**src/sv/bba_pkg.sv**
```systemverilog
package bba_pkg;

	// register reset values and default buffer limits
	localparam int WIDTH_RESET    = 1024;
	localparam int HEIGHT_RESET   = 1024;
	localparam int MAX_WIDTH_DEF  = 1024;
	localparam int MAX_HEIGHT_DEF = 4096;

	// field widths
	localparam int FW_W   = 11;
	localparam int FH_W   = 13;
	localparam int CFG_W  = 13;
	localparam int CH_W   = 8;
	localparam int PIX_W  = 3 * CH_W;

	// window sum: up to nine 8-bit values, count 1 to 9
	localparam int SUM_W  = 12;
	localparam int CNT_W  = 4;

	// rounding mean by reciprocal multiply
	localparam int RECIP_SH = 24;
	localparam int RECIP_W  = 24;

	typedef enum logic [0:0] {
		REG_FRAME_WIDTH  = 1'b0,
		REG_FRAME_HEIGHT = 1'b1
	} cfg_reg_t;

	typedef enum logic [0:0] {
		KIND_PIXEL = 1'b0,
		KIND_FLUSH = 1'b1
	} kind_t;

	// red in the lowest byte
	typedef struct packed {
		logic [CH_W-1:0] blue;
		logic [CH_W-1:0] green;
		logic [CH_W-1:0] red;
	} rgb_t;

	// one line buffer entry: row above and current middle row
	typedef struct packed {
		rgb_t upper;
		rgb_t middle;
	} line_word_t;

	// per item control handed from the input side to the window stage
	typedef struct packed {
		logic flush;
		logic has_a;
		logic has_b;
		logic top_ok;
		logic bot_ok;
		logic left_a;
		logic left_b;
		logic right;
		logic last;
	} item_ctl_t;

	typedef struct packed {
		logic [SUM_W-1:0] red;
		logic [SUM_W-1:0] green;
		logic [SUM_W-1:0] blue;
		logic [CNT_W-1:0] count;
		logic             last;
	} sum_t;

	// ceil(2^24 / (2*n)) for n = 1..9
	function automatic logic [RECIP_W-1:0] recip(input logic [CNT_W-1:0] n);
		logic [RECIP_W-1:0] m;
		case (n)
			4'd1:    m = 24'd8388608;
			4'd2:    m = 24'd4194304;
			4'd3:    m = 24'd2796203;
			4'd4:    m = 24'd2097152;
			4'd5:    m = 24'd1677722;
			4'd6:    m = 24'd1398102;
			4'd7:    m = 24'd1198373;
			4'd8:    m = 24'd1048576;
			4'd9:    m = 24'd932068;
			default: m = 24'd8388608;
		endcase
		return m;
	endfunction

endpackage

```
**src/sv/bba_mean.sv**
```systemverilog
module bba_mean (
	input  logic          clk,
	input  logic          arst_n,
	input  logic          in_valid,
	input  bba_pkg::sum_t in_sum,
	output logic          in_ready,
	output logic          out_valid,
	input  logic          out_ready,
	output bba_pkg::rgb_t out_pixel,
	output logic          out_last
);

	localparam int XW = bba_pkg::SUM_W + 1;
	localparam int MW = bba_pkg::RECIP_W;
	localparam int PW = XW + MW;
	localparam int SH = bba_pkg::RECIP_SH;
	localparam int CH = bba_pkg::CH_W;

	logic          valid_q;
	bba_pkg::rgb_t pix_q;
	logic          last_q;

	logic [MW-1:0] m;
	logic [XW-1:0] x_r, x_g, x_b;
	logic [PW-1:0] p_r, p_g, p_b;
	bba_pkg::rgb_t q;

	assign in_ready = !valid_q || out_ready;

	// floor((2*sum + n) / (2*n)) as a reciprocal multiply
	assign m   = bba_pkg::recip(in_sum.count);
	assign x_r = {in_sum.red, 1'b0} + XW'(in_sum.count);
	assign x_g = {in_sum.green, 1'b0} + XW'(in_sum.count);
	assign x_b = {in_sum.blue, 1'b0} + XW'(in_sum.count);
	assign p_r = PW'(x_r) * PW'(m);
	assign p_g = PW'(x_g) * PW'(m);
	assign p_b = PW'(x_b) * PW'(m);
	assign q.red   = p_r[SH +: CH];
	assign q.green = p_g[SH +: CH];
	assign q.blue  = p_b[SH +: CH];

	always_ff @(posedge clk or negedge arst_n) begin
		if (!arst_n) begin
			valid_q <= 1'b0;
		end else if (in_ready) begin
			valid_q <= in_valid;
		end
	end

	always_ff @(posedge clk) begin
		if (in_ready && in_valid) begin
			pix_q  <= q;
			last_q <= in_sum.last;
		end
	end

	assign out_valid = valid_q;
	assign out_pixel = pix_q;
	assign out_last  = last_q;

endmodule

```
**config.mk**
```make
export PLATFORM = sky130hd
export DESIGN_NAME = bba_mean
export DESIGN_NICKNAME = d
export VERILOG_FILES = /design/src/sv/bba_pkg.sv /design/src/sv/bba_mean.sv
export SDC_FILE = /design/constraint.sdc
export NUM_CORES = 1
export LEC_CHECK = 0
export ABC_CLOCK_PERIOD_IN_PS = 1900
export BUFFER_PORTS_ARGS = -buffer_cell sky130_fd_sc_hd__buf_2
export CORE_ASPECT_RATIO = 0.8
export CORE_MARGIN = 5
export CORE_UTILIZATION = 50
export CTS_BUF_LIST = sky130_fd_sc_hd__clkbuf_8
export DETAILED_ROUTE_END_ITERATION = 7
export PLACE_DENSITY = 0.66
export SYNTH_ARGS = -nofsm -noshare
export SYNTH_HDL_FRONTEND = slang
export SYNTH_SLANG_ARGS = --single-unit
```
**constraint.sdc**
```tcl
create_clock -name clk -period 1.9 [get_ports clk]
set_input_delay 0.19 -clock clk [delete_from_list [all_inputs] [get_ports clk]]
set_output_delay 0.19 -clock clk [all_outputs]
set_load 0.05 [all_outputs]
```
==> results.toml <==
[route]
routedWlPerCell_um = 22.4
first_pass_iters = 5
drcViolationCount = 0
dr_total_vias = 21800
ant_nets = 0
wirelength_mm = 93.0
viasPerCell = 5.25
first_iter_violations = 1789

[final_layout]
layout.nets = 4377
syn_to_final_growth_pct = 33.3
final_area_sq_um = 33500
diodes = 0
final_layout_size_suffix_gt1_frac = 0.309

[sta]
finalCritPeriodShare = 3.37
rsz0062_at_grt = "true"
max-slew-margin-rel = 0.587
fmax_mhz = 156
hold_viol_final = 0
setup_viol = 24
maxSlewViolCount = 0
worstMarginPinSlew_ns = 0.617
min_period_ns = 6.41
setup_slack_ns = -4.51
skew_ns = 0.00841

[power]
p_per_area_nw_per_um2 = 730
power_leakage_nw = 17.6
peakVddDrop_mv = 1.24

[logic_synthesis]
ys_ff_latch = 26
async_flop_share = 0.0385
syn_area_sq_um = 25200
ys_types = 71
avgSynthCellArea_sq_um = 8.83
synth_area_leaders = "fa_1 52%, inv_1 12%, ha_1 9.4%, nand2_1 6.4%, nor2_1 3.9%"
synth_fp_nets = 3743
yosysTopAreaCellShare = 0.524
synth_edf_count = 25
yosysTopAreaCell = "fa_1"
synth_warnings = 0
synthCells = 2850
ys.flop_type = "edfxtp_1"
synth-seq-area-share = 0.0308

[worst_setup_path]
path_class = "primary input to flop"
startpoint_type = "primary input"
reg2reg_to = "out_pixel[1]$_DFFE_PP_"
r2r_cells = 3
required_ns = 1.99
r2r_start = "out_valid$_DFFE_PN0N_"
crit_end = "out_pixel[23]$_DFFE_PP_"
critPathCaptureType = "flop"
worstSetupStartpoint = "in_sum[2]"
regToRegSetupSlack_ns = 0.48
crit_arrival_ns = 6.50
cp_max_fo = 5

[floorplan]
rows = 73
coreArea_sq_um = 49800
ios = 72
initial_core_util = 0.506
die_height_um = 211
die-area_sq_um = 55000
die-width_um = 261

[status]
violations = "negative setup slack"
outcome = "complete, but fails checks"

[cts]
clk_pin_slew_worst_paths_ns = 0.14
htree_num_levels = 1
root_buffer = "clkbuf_8"
clock_sinks = 26
numCtsBuffers = 3
cts_tree = "built"
max-clock-path-buffers = 2
insertion_delay_ns = 0.33

[grt]
grt_use_total = 0.344
grt_start_max_net_pins = 22
grt_remaining_overflow = 0
grt_pass1_vias = 24200
grt_antenna_before_repair = 2
grt_pass1_wl_mm = 140

[hold_path]
worstHoldPathCells = 1
min_path_type = "primary input to flop"

[placed_design]
dp_slack_ns = -5.10
gp_congestion = 1.03
placed_area_sq_um = 31400
dp_hpwl_mm = 79.3
io_buffers = 71

[flow_run]
cap_violations = 0
## sequential cells by signal (all words and copies together) (netlist names)
| signal | flops |
|---|---|
| out_last | 1 |
| out_pixel | 24 |
| out_valid | 1 |
## where the power goes
part           switching (mW)  total [mW]  leakage, nW  internal [mW]
sequential             0.0515        1.14        0.250           1.09
combinational            12.6        22.9         17.3           10.3
clock                   0.296       0.445       0.0231          0.149
## final cells by class
type	instances	area (sq um)
sequential	26	776
multi-input combinational	1928	22900
inverter	794	2980
fill	4010	16200
tap	675	845
clock inverter	1	3.75
timing repair buffer	731	6050
clock buffer	3	41.3
## synthesized netlist by cell type (all sizes together), types with 4 or more instances
library cell  number
fa               659
a21o              16
and2              29
nor2b              8
nor3b              5
nand3             18
o21a               5
buf               10
a21oi             42
nand4             11
ha               189
xor2              36
nand2            432
xnor2             62
o21ai             38
or2                4
inv              793
and3               7
a211oi            14
nor3              13
nor2             265
edfxtp            25
o31ai              5
nand2b            27
clkbuf            93
or3                4
## worst max-delay path, cell delays in order
cell      delay, ns
buf_8          0.11
ha_4           0.17
fa_2           0.39
a21oi_4        0.16
buf_12         0.14
nor3_4         0.05
and3_4         0.17
xnor2_4        0.31
buf_4          0.18
nor2_2         0.04
fa_2           0.58
fa_1           0.45
fa_1           0.50
fa_1           0.51
inv_1          0.05
fa_1           0.56
inv_2          0.06
ha_4           0.24
buf_4          0.14
a211oi_2       0.26
o21ai_0        0.15
o311ai_1       0.10
nand4_1        0.13
buf_4          0.19
o21ai_4        0.16
a21oi_4        0.10
o41ai_2        0.27
xnor2_1        0.11
## metrics by stage
stage               cells  utilization  TNS (ns)  hold slack [ns]  power, mW
floorplan            2850            -    -92.63           -0.106       13.0
global placement     4075        0.630   -113.67          -0.0356       20.0
detailed placement   4075        0.630   -116.06          -0.0344       20.6
CTS                  4124        0.657   -100.85           0.0131       22.8
global route         4158        0.674   -106.63          0.00900       26.7
finish               4158        0.674   -102.88           0.0194       24.5
## worst min-delay path by stage
stage | start | to | slack (ns)
final | in_sum[0] | out_last$_DFFE_PP_ | 0.02
after global routing | in_sum[0] | out_last$_DFFE_PP_ | 0.009
after CTS | in_sum[0] | out_last$_DFFE_PP_ | 0.01
after detailed placement | arst_n | out_valid$_DFFE_PN0N_ | -0.03
after global placement | arst_n | out_valid$_DFFE_PN0N_ | -0.04
after floorplan | arst_n | out_valid$_DFFE_PN0N_ | -0.11
## kinds of logic after synthesis
logic type,Yosys count,share of synthesized area
mux,1,0.000398
simple gates,833,0.140
fa+ha+maj,848,0.618
flops,26,0.0308
buf+inv,897,0.134
compound gates,144,0.0395
xor+xnor,101,0.0374
## routing by layer
metal  up-vias  GRT usage  wire length, um
met3       255      0.123            11200
met4         4      0.131             4760
li1       9475          -                -
met5         -          0               17
met2      1100      0.520            40700
met1     11000      0.459            36400
## layout by cell type, fill, tap and decap left out, types with 24 or more instances in the layout
cell type,instances
nand2_1,397
edfxtp_1,25
and2_1,24
inv_1,762
fa_2,42
buf_2,67
fa_1,617
xnor2_1,51
nor2_2,35
inv_2,31
buf_6,49
ha_4,36
ha_1,147
nand2_2,32
nor2_1,208
buf_4,570
buf_12,39
## timing repair
action | in CTS | in global routing
cloned | 6 | 2
pin swaps | 103 | 112
setup buffers | 42 | 38
endpoints found under the setup margin | 24 | 24
hold buffers | 1 | 0
endpoints found under the hold margin | 1 | 0
resized for setup | 193 | 152
Note: power is estimated with default switching activity, not from simulation.
