--- config.mk ---
export PLATFORM = sky130hd
export DESIGN_NAME = bba_window
export DESIGN_NICKNAME = d
export VERILOG_FILES = /design/src/sv/bba_pkg.sv /design/src/sv/bba_window.sv
export SDC_FILE = /design/constraint.sdc
export NUM_CORES = 1
export LEC_CHECK = 0
export ABC_AREA = 0
export BUFFER_PORTS_ARGS = -buffer_cell sky130_fd_sc_hd__buf_2
export CAP_MARGIN = 5
export CORE_MARGIN = 10
export CORE_UTILIZATION = 55
export CTS_CLUSTER_DIAMETER = 60
export CTS_CLUSTER_SIZE = 8
export DETAILED_ROUTE_END_ITERATION = 10
export PLACE_DENSITY = 0.81
export SYNTH_ARGS = -nofsm -noshare
export SYNTH_HDL_FRONTEND = slang
export SYNTH_SLANG_ARGS = --single-unit
--- constraint.sdc ---
create_clock -name clk -period 11.24 [get_ports clk]
set_clock_uncertainty 0.05 [all_clocks]
set_input_delay 0 -clock clk [delete_from_list [all_inputs] [get_ports clk]]
set_output_delay 0 -clock clk [all_outputs]
set_load 0.01 [all_outputs]
--- src/sv/bba_pkg.sv ---
package bba_pkg;

	// register reset values and default buffer limits
	localparam int WIDTH_RESET    = 1024;
	localparam int HEIGHT_RESET   = 1024;
	localparam int MAX_WIDTH_DEF  = 1024;
	localparam int MAX_HEIGHT_DEF = 4096;

	// field widths
	localparam int FW_W   = 11;
	localparam int FH_W   = 13;
	localparam int CFG_W  = 13;
	localparam int CH_W   = 8;
	localparam int PIX_W  = 3 * CH_W;

	// window sum: up to nine 8-bit values, count 1 to 9
	localparam int SUM_W  = 12;
	localparam int CNT_W  = 4;

	// rounding mean by reciprocal multiply
	localparam int RECIP_SH = 24;
	localparam int RECIP_W  = 24;

	typedef enum logic [0:0] {
		REG_FRAME_WIDTH  = 1'b0,
		REG_FRAME_HEIGHT = 1'b1
	} cfg_reg_t;

	typedef enum logic [0:0] {
		KIND_PIXEL = 1'b0,
		KIND_FLUSH = 1'b1
	} kind_t;

	// red in the lowest byte
	typedef struct packed {
		logic [CH_W-1:0] blue;
		logic [CH_W-1:0] green;
		logic [CH_W-1:0] red;
	} rgb_t;

	// one line buffer entry: row above and current middle row
	typedef struct packed {
		rgb_t upper;
		rgb_t middle;
	} line_word_t;

	// per item control handed from the input side to the window stage
	typedef struct packed {
		logic flush;
		logic has_a;
		logic has_b;
		logic top_ok;
		logic bot_ok;
		logic left_a;
		logic left_b;
		logic right;
		logic last;
	} item_ctl_t;

	typedef struct packed {
		logic [SUM_W-1:0] red;
		logic [SUM_W-1:0] green;
		logic [SUM_W-1:0] blue;
		logic [CNT_W-1:0] count;
		logic             last;
	} sum_t;

	// ceil(2^24 / (2*n)) for n = 1..9
	function automatic logic [RECIP_W-1:0] recip(input logic [CNT_W-1:0] n);
		logic [RECIP_W-1:0] m;
		case (n)
			4'd1:    m = 24'd8388608;
			4'd2:    m = 24'd4194304;
			4'd3:    m = 24'd2796203;
			4'd4:    m = 24'd2097152;
			4'd5:    m = 24'd1677722;
			4'd6:    m = 24'd1398102;
			4'd7:    m = 24'd1198373;
			4'd8:    m = 24'd1048576;
			4'd9:    m = 24'd932068;
			default: m = 24'd8388608;
		endcase
		return m;
	endfunction

endpackage

--- src/sv/bba_window.sv ---
module bba_window #(
	parameter int CW = 10
) (
	input  logic                clk,
	input  logic                arst_n,
	input  logic                load,
	output logic                ready,
	input  bba_pkg::item_ctl_t  ctl_in,
	input  logic [CW-1:0]       col_in,
	input  bba_pkg::rgb_t       px_in,
	input  bba_pkg::line_word_t rd_a,
	input  bba_pkg::line_word_t rd_b,
	output logic                wr_en,
	output logic [CW-1:0]       wr_addr,
	output bba_pkg::line_word_t wr_data,
	output logic                sum_valid,
	output bba_pkg::sum_t       sum_out,
	input  logic                sum_ready
);

	localparam int SW  = bba_pkg::SUM_W;
	localparam int CNW = bba_pkg::CNT_W;

	logic                valid_s1;
	bba_pkg::item_ctl_t  ctl_s1;
	logic [CW-1:0]       col_s1;
	bba_pkg::rgb_t       px_s1;
	logic                sel_q;
	bba_pkg::line_word_t prev_q;
	bba_pkg::rgb_t [8:0] win_q;

	bba_pkg::rgb_t [8:0] win_new;
	bba_pkg::rgb_t [8:0] win_fl;
	bba_pkg::rgb_t [8:0] cur_win;
	logic [2:0]          row_en;
	logic [2:0]          col_en;
	logic                cur_b;
	logic                emit_any;
	logic                emit;
	logic                done;
	logic                leave;
	logic                s2_ready;
	bba_pkg::sum_t       sum_c;

	logic                valid_s2;
	bba_pkg::sum_t       sum_s2;

	// result order: left neighbor of the column first, row end column second
	assign emit_any = ctl_s1.has_a || ctl_s1.has_b;
	assign emit     = valid_s1 && emit_any;
	assign done     = sel_q || !(ctl_s1.has_a && ctl_s1.has_b);
	assign s2_ready = !valid_s2 || sum_ready;
	assign leave    = valid_s1 && (!emit_any || (s2_ready && done));
	assign ready    = !valid_s1 || leave;
	assign cur_b    = sel_q || !ctl_s1.has_a;

	always_ff @(posedge clk or negedge arst_n) begin
		if (!arst_n) begin
			valid_s1 <= 1'b0;
			sel_q    <= 1'b0;
		end else begin
			if (load) begin
				valid_s1 <= 1'b1;
			end else if (leave) begin
				valid_s1 <= 1'b0;
			end
			if (leave) begin
				sel_q <= 1'b0;
			end else if (emit && s2_ready) begin
				sel_q <= 1'b1;
			end
		end
	end

	always_ff @(posedge clk) begin
		if (load) begin
			ctl_s1 <= ctl_in;
			col_s1 <= col_in;
			px_s1  <= px_in;
			prev_q <= rd_a;
		end
		if (leave && !ctl_s1.flush) begin
			win_q <= win_new;
		end
	end

	always_comb begin
		win_new[0] = win_q[1];
		win_new[1] = win_q[2];
		win_new[2] = rd_a.upper;
		win_new[3] = win_q[4];
		win_new[4] = win_q[5];
		win_new[5] = rd_a.middle;
		win_new[6] = win_q[7];
		win_new[7] = win_q[8];
		win_new[8] = px_s1;

		// drain: three columns of the two stored rows, bottom row unused
		win_fl[0] = prev_q.upper;
		win_fl[1] = rd_a.upper;
		win_fl[2] = rd_b.upper;
		win_fl[3] = prev_q.middle;
		win_fl[4] = rd_a.middle;
		win_fl[5] = rd_b.middle;
		win_fl[6] = px_s1;
		win_fl[7] = px_s1;
		win_fl[8] = px_s1;

		cur_win = ctl_s1.flush ? win_fl : win_new;
	end

	assign row_en = {ctl_s1.bot_ok, 1'b1, ctl_s1.top_ok};
	assign col_en = {cur_b ? 1'b1 : ctl_s1.right,
			cur_b ? ctl_s1.left_b : 1'b1,
			!cur_b && ctl_s1.left_a};

	always_comb begin
		sum_c = '0;
		for (int rr = 0; rr < 3; rr++) begin
			for (int cc = 0; cc < 3; cc++) begin
				if (row_en[rr] && col_en[cc]) begin
					sum_c.red   = sum_c.red + SW'(cur_win[rr*3+cc].red);
					sum_c.green = sum_c.green + SW'(cur_win[rr*3+cc].green);
					sum_c.blue  = sum_c.blue + SW'(cur_win[rr*3+cc].blue);
					sum_c.count = sum_c.count + CNW'(1);
				end
			end
		end
		sum_c.last = ctl_s1.last;
	end

	always_ff @(posedge clk or negedge arst_n) begin
		if (!arst_n) begin
			valid_s2 <= 1'b0;
		end else if (s2_ready) begin
			valid_s2 <= emit;
		end
	end

	always_ff @(posedge clk) begin
		if (s2_ready && emit) begin
			sum_s2 <= sum_c;
		end
	end

	assign sum_valid = valid_s2;
	assign sum_out   = sum_s2;

	// upper gets the old middle row, middle gets the new pixel
	assign wr_en          = leave && !ctl_s1.flush;
	assign wr_addr        = col_s1;
	assign wr_data.upper  = rd_a.middle;
	assign wr_data.middle = px_s1;

	a_sel_two: assert property (@(posedge clk) disable iff (!arst_n)
		sel_q |-> valid_s1 && ctl_s1.has_a && ctl_s1.has_b)
		else $error("second result pending on an item with one result");

	a_count_range: assert property (@(posedge clk) disable iff (!arst_n)
		valid_s2 |-> sum_s2.count != '0 && sum_s2.count <= CNW'(9))
		else $error("window count out of range");

	a_flush_no_write: assert property (@(posedge clk) disable iff (!arst_n)
		wr_en |-> valid_s1 && !ctl_s1.flush && !$past(wr_en && !load))
		else $error("line buffer write from a drain item or repeated write");

endmodule

==> results of run 1 <==
==> path summary, 6_finish.rpt <==
kind | startpoint | depth (start not counted) | end
setup / recovery | ctl_s1[7] | 42 | sum_out[40]
hold / removal | px_in[17] | 2 | wr_data[17]
setup reg to reg | ctl_s1[7] | 42 | sum_out[40]
hold reg to reg | ctl_s1[0] | 0 | sum_out[0]
max in group asynchronous | arst_n | 3 | sel_q
min in group asynchronous | arst_n | 3 | sum_valid
==> layout by cell type (no fill, tap or decap), types with 95 or more instances in the layout <==
| cell | Yosys | final |
|---|---|---|
| o21ai_0 | 163 | 161 |
| a21oi_1 | 170 | 169 |
| edfxtp_1 | 276 | 276 |
| dlygate4sd3_1 | 0 | 95 |
| ha_1 | 200 | 200 |
| mux2_2 | 152 | 152 |
| nand2_1 | 162 | 162 |
| inv_1 | 163 | 163 |
| buf_2 | 5 | 243 |
| nor2_1 | 193 | 192 |
==> per-stage QoR <==
step	instance area, sq um	setup WS (ns)
floorplan	22630	1.626
global placement	24090	0.7401
detailed placement	24090	0.5154
CTS	26350	0.4421
global route	26410	0.01320
finish	26410	0.6775
==> cell families (layout without fill, tap and decap cells) <==
kind of cell | count (synthesis) | count (layout)
compound gates | 600 | 600
simple gates | 553 | 553
buf+inv | 283 | 599
flops | 279 | 279
fa+ha+maj | 224 | 224
mux | 204 | 204
xor+xnor | 152 | 152
other cells | 0 | 1
==> critical path, delay by kind of cell (launching register included) <==
kind / cells / cell delay, ns
adder cells (fa/ha/maj): 8 / 3.01
AO/OA/AOI/OAI: 19 / 4.13
flip-flops: 1 / 0.48
buffers and inverters: 2 / 0.18
AND/OR/NAND/NOR: 11 / 2.23
XOR/XNOR: 2 / 0.33
==> per-layer routing <==
metal,GRT usage [%],wire length (microns),share of wire (%)
met1,29.85,26720,44
met2,39.80,29000,47
met3,4.411,3631,5.9
met4,7.847,1705,2.8
met5,0,0,0
==> flip-flops by register name (all words and copies together) (netlist names) <==
| signal | count |
|---|---|
| wr_data | 24 |
| ctl_s1 | 9 |
| prev_q | 48 |
| wr_addr | 10 |
| valid_s1 | 1 |
| sum_out | 41 |
| win_new | 144 |
| sel_q | 1 |
| sum_valid | 1 |
==> layout make-up <==
class                      instances  share of cell area (%)
antenna                            1                0.009475
clock inverter                     9                  0.4169
clock buffer                      58                   4.529
inverter                         164                   2.331
multi-input combinational       1733                   49.42
tap                              532                   2.520
timing repair buffer             368                   9.106
sequential                       279                   31.67
==> power groups by stage <==
stage	clock network [uW]	logic, uW	registers, uW
2_1_floorplan	0	2980	1460
5_1_grt	1310	4410	1430
4_1_cts	1270	3900	1420
3_3_place_gp	0	3660	1430
3_5_place_dp	0	3840	1430
6_report	1250	3950	1420
==> what timing repair did <==
item,in CTS,in global routing
buffers inserted,0,4
hold buffers,95,0
endpoints found under the setup margin,0,6
endpoints found under the hold margin,166,0
resized for setup,0,5
==> flow_summary_export.csv, run 1 <==
group,metric,value,unit
run_status,outcome,"complete, no violations",
sta,rsz0062_at_grt,"false",
critical_path,required,11.61,ns
pwr,ir_drop,0.1832,mV
route,wl_per_cell,19.42,microns
die,start_util,55.53,%
route,drt_first_iter_violations,1512,
min_path,worstHoldPathType,"primary input to register",
pwr,comb_power_share,59.7,%
die,core-area,40740,sq um
placed_design,portBuffers,244,
critical_path,reg2reg_slack,0.68,ns
synthesis,synth_seq_cells,279,
placed_design,gp_congestion,0.8963,
pwr,p_leak,0.01124,uW
route,viasPerCell,5.808,
sta,max_freq,94.67,MHz
route,drcViolationCount,0,
critical_path,crit_fanout,9,
critical_path,worst_path_largest_cell_delay,0.56,ns
layout,finalNetCount,2957,
layout,multi_input_area,13050,sq um
placed_design,dp.cells,2977,
sta,worst_pin_slew,1.113,ns
clock_tree,clockRootBuffer,"clkbuf_16",
layout,layout.cells.non_filler,3144,
synthesis,ys_seq_area_share,36.97,%
placed_design,dpl.hpwl,44.69,mm
run,maxCapViolations,0,
synthesis,synth_area_leader_cell,"edfxtp_1",
global_route,overflow,0,
pwr,p_seq_share,21.4,%
critical_path,cp.arrival,10.94,ns
synthesis,syn-num-nets,2662,
clock_tree,cts_made_buffers,44,
critical_path,crit_type,"register to register",
synthesis,ys_top_cells_by_count,"edfxtp_1 (276), ha_1 (200), nor2_1 (193)",
die,fp.dieW,222.8,microns
synthesis,synthAdderAreaFrac,13.19,%
die,dieArea,49640,sq um
route,first_pass_iters,6,
clock_tree,cts.clk_slew.worst_paths,0.05,ns
synthesis,synth_warnings,0,
sta,min_period_over_period,93.97,%
clock_tree,cts_tree,"done",
pwr,p_switching,2766,uW
synthesis,synth_area_leaders,"edfxtp_1 (37%), ha_1 (11%), mux2_2 (7.6%), a21oi_1 (3.8%), o21ai_0 (3.6%)",
sta,drv_slew,0,
synthesis,yosys-mux-area-fraction,9.883,%
sta,hold_ws,0.07930,ns
synthesis,netlist_area,22620,sq um
sta,maxSlewHeadroom,25.83,%
pwr,power.internal,3850,uW
sta,fin_tns_setup,0,ns
clock_tree,htree_levels,2,
synthesis,synth_edf_count,276,
route,wl,61.06,mm
synthesis,yosys_most_used_dff,"edfxtp_1",
clock_tree,clkSinkCount,279,
sta,finalHoldViolCount,0,
synthesis,synthSimpleGateAreaFrac,11.45,%
die,dieHeight,222.8,microns
pwr,cellPowerDensity,250.5,nW/um^2
pwr,p_total,6616,uW
synthesis,postSynthCellCount,2295,
clock_tree,cts_buffer_depth,3,
global_route,grt_pass1_wl,96.22,mm
layout,ff_latch_area,8363,sq um
global_route,grt_pass1_vias,18400,
synthesis,synth_top_family_by_area,"compound AO/OA/AOI/OAI gates",
route,ant_nets,0,
pwr,p_clk_share,18.9,%
synthesis,synth-compound-area-share,16.76,%
synthesis,synth.top_cell.area_share,36.64,%
clock_tree,clock_latency,0.58,ns
sta,timing.final.setup_violations,0,
die,ioPinCount,245,
synthesis,yosysUniqueCellTypes,91,
global_route,grt_max_degree,90,
synthesis,synth-async-reset-ratio,1.075,%
layout,drive_above_1_share,20.15,%
die,rows,74,
global_route,grtUsageTotal,23.60,%
synthesis,yosysMostFrequentCell,"edfxtp_1",
sta,fin_crit,10.56,ns
critical_path,cp-end-kind,"register",
global_route,antenna_found_initial,1,
critical_path,cp_slowest_cell,"or4b_1",
layout,final_util,64.83,%
critical_path,start_kind,"register",
layout,fillCellCount,3196,
synthesis,synth_xor_area_share,6.228,%
synthesis,syn_avg_cell_area,9.857,sq um
layout,area_delta_synth_final,16.74,%
route,via_count,18260,
pwr,swShare,41.81,%
Note: power is estimated with default switching activity, not from simulation.
==> inputs of run 2 (changes only) <==
- CORE_ASPECT_RATIO: unset -> 1.2
==> run 2 against run 1 <==
Compared with the run above: hold slack gained 0.018 ns; final cell count shrank 0.22%; routed wire length shrank 2.6%; setup slack lost 0.0052 ns; die area is essentially flat; register-to-register slack is essentially flat; combinational power shrank 1%; fmax is essentially flat; critical endpoint is now sum_out[28].
==> flow_summary_export.csv, run 2 (synthesis gave the netlist of run 1 again) <==
group,metric,value,unit
critical_path,reg2reg_slack,0.67,ns
route,viasPerCell,5.743,
critical_path,critPathLaunch,"ctl_s1[7]",
critical_path,worst_path_largest_cell_delay,0.50,ns
route,wl_per_cell,18.97,microns
die,fp.dieW,205.1,microns
sta,drv_slew,0,
sta,fin_tns_setup,0,ns
sta,finalHoldViolCount,0,
clock_tree,htree_levels,2,
run,maxCapViolations,0,
critical_path,start_kind,"register",
clock_tree,clock_latency,0.56,ns
critical_path,reg2reg_from,"ctl_s1[7]",
route,drcViolationCount,0,
pwr,p_total,6516,uW
layout,layout_commonest_cell,"edfxtp_1",
pwr,ir_drop,0.1774,mV
min_path,hold_start,"px_in[17]",
sta,max_freq,94.63,MHz
clock_tree,cts.clk_slew.worst_paths,0.05,ns
layout,drive_above_1_share,19.82,%
global_route,overflow,0,
global_route,grtUsageTotal,23.56,%
placed_design,dpl.hpwl,43.80,mm
die,rows,81,
sta,rsz0062_at_grt,"false",
sta,fin_crit,10.57,ns
pwr,swShare,41.80,%
pwr,p_leak,0.01117,uW
clock_tree,cts_tree,"done",
sta,min_period_over_period,94.02,%
layout,area_delta_synth_final,16.17,%
global_route,grt_pass1_vias,18210,
pwr,p_seq_share,21.7,%
critical_path,cp.arrival,10.82,ns
pwr,p_clk_share,18.3,%
critical_path,crit_fanout,26,
sta,timing.final.setup_violations,0,
critical_path,required,11.49,ns
die,ioPinCount,245,
layout,antenna_cells,0,
die,start_util,55.53,%
route,first_pass_iters,5,
pwr,p_switching,2724,uW
die,dieHeight,242.2,microns
clock_tree,clockRootBuffer,"clkbuf_16",
die,dieArea,49680,sq um
sta,maxSlewHeadroom,35.99,%
critical_path,crit_path_frequent_cell,"ha_1",
layout,final_cell_mix,"edfxtp_1 (276), buf_2 (243), ha_1 (200)",
placed_design,portBuffers,244,
clock_tree,cts_buffer_depth,3,
route,via_count,18020,
route,ant_nets,0,
critical_path,cp-end-kind,"register",
placed_design,gp_congestion,0.9195,
clock_tree,clkSinkCount,279,
die,core-area,40740,sq um
min_path,worstHoldPathType,"primary input to register",
clock_tree,cts_made_buffers,43,
pwr,comb_power_share,60.0,%
layout,largest_reg_flops,144,
global_route,antenna_found_initial,0,
route,wl,59.50,mm
layout,finalNetCount,2952,
critical_path,crit_type,"register to register",
global_route,grt_pass1_wl,95.57,mm
critical_path,cp_slowest_cell,"a21oi_1",
sta,worst_pin_slew,0.9601,ns
run_status,outcome,"complete, no violations",
pwr,power.internal,3793,uW
global_route,grt_max_degree,70,
route,drt_first_iter_violations,1257,
pwr,cellPowerDensity,247.9,nW/um^2
-- run 2: cell count changes in the layout (fill, tap and decap cells not counted), sizes merged --
cell	before	now
buf	273	268
diode	1	0
clkbuf	58	54
bufinv	2	1
clkinv	7	4
-- run 2: layout make-up --
type                            instances  area, sq um
Clock buffer                           53         1156
Tap cell                              539        674.4
Multi-Input combinational cell       1733        13040
Inverter                              164        615.6
Sequential cell                       279         8363
Clock inverter                          5        61.31
Fill cell                            3215        14460
Timing Repair Buffer                  364         2369
-- run 2: path summary, 6_finish.rpt --
| kind | endpoint | cells after the start |
|---|---|---|
| min in group asynchronous | sum_valid | 3 |
| setup reg to reg | sum_out[28] | 51 |
| hold / removal | wr_data[17] | 2 |
| hold reg to reg | sum_out[0] | 0 |
| max in group asynchronous | valid_s1 | 3 |
| setup / recovery | sum_out[28] | 51 |
-- run 2: critical path: cells and delay by family (launching register included) --
| family | cells | cell delay (ns) |
|---|---|---|
| buffers and inverters | 3 | 0.43 |
| flip-flops | 1 | 0.46 |
| AO/OA/AOI/OAI | 20 | 4.10 |
| AND/OR/NAND/NOR | 17 | 2.06 |
| adder cells (fa/ha/maj) | 9 | 2.98 |
| XOR/XNOR | 2 | 0.25 |
-- run 2: per-layer routing --
metal | vias to the layer above | global-route usage [%] | routed length (microns)
met5 | - | 0 | 0
met4 | 0 | 9.483 | 2531
met3 | 123 | 4.267 | 3383
met2 | 541 | 39.46 | 28720
met1 | 8532 | 29.30 | 24860
li1 | 8821 | - | -
-- run 2: what timing repair did --
item                                   in CTS  in global routing
endpoints found under the hold margin     181                  0
hold buffers                               95                  0
setup endpoints to repair                   0                  5
gates resized for setup                     0                  1
buffers inserted                            0                  1
-- run 2: through the flow --
step | util [%] | area, sq um | cells | hold WS (ns) | setup WS, ns
2_1_floorplan | - | 22630 | 2295 | -0.3456 | 1.626
3_3_place_gp | 59.14 | 24100 | 2983 | -0.2486 | 0.7770
3_5_place_dp | 59.14 | 24100 | 2983 | -0.2488 | 0.5879
4_1_cts | 64.46 | 26260 | 3136 | 0.06229 | 0.5390
5_1_grt | 64.51 | 26280 | 3137 | 0.08450 | 0.01350
6_report | 64.51 | 26280 | 3137 | 0.09720 | 0.6723
-- run 2: power groups by stage --
| stage | clock, uW | sequential [uW] | combinational, uW |
|---|---|---|---|
| 2_1_floorplan | 0 | 1460 | 2980 |
| 3_3_place_gp | 0 | 1430 | 3650 |
| 3_5_place_dp | 0 | 1430 | 3800 |
| 4_1_cts | 1220 | 1420 | 3870 |
| 5_1_grt | 1260 | 1430 | 4390 |
| 6_report | 1190 | 1420 | 3910 |
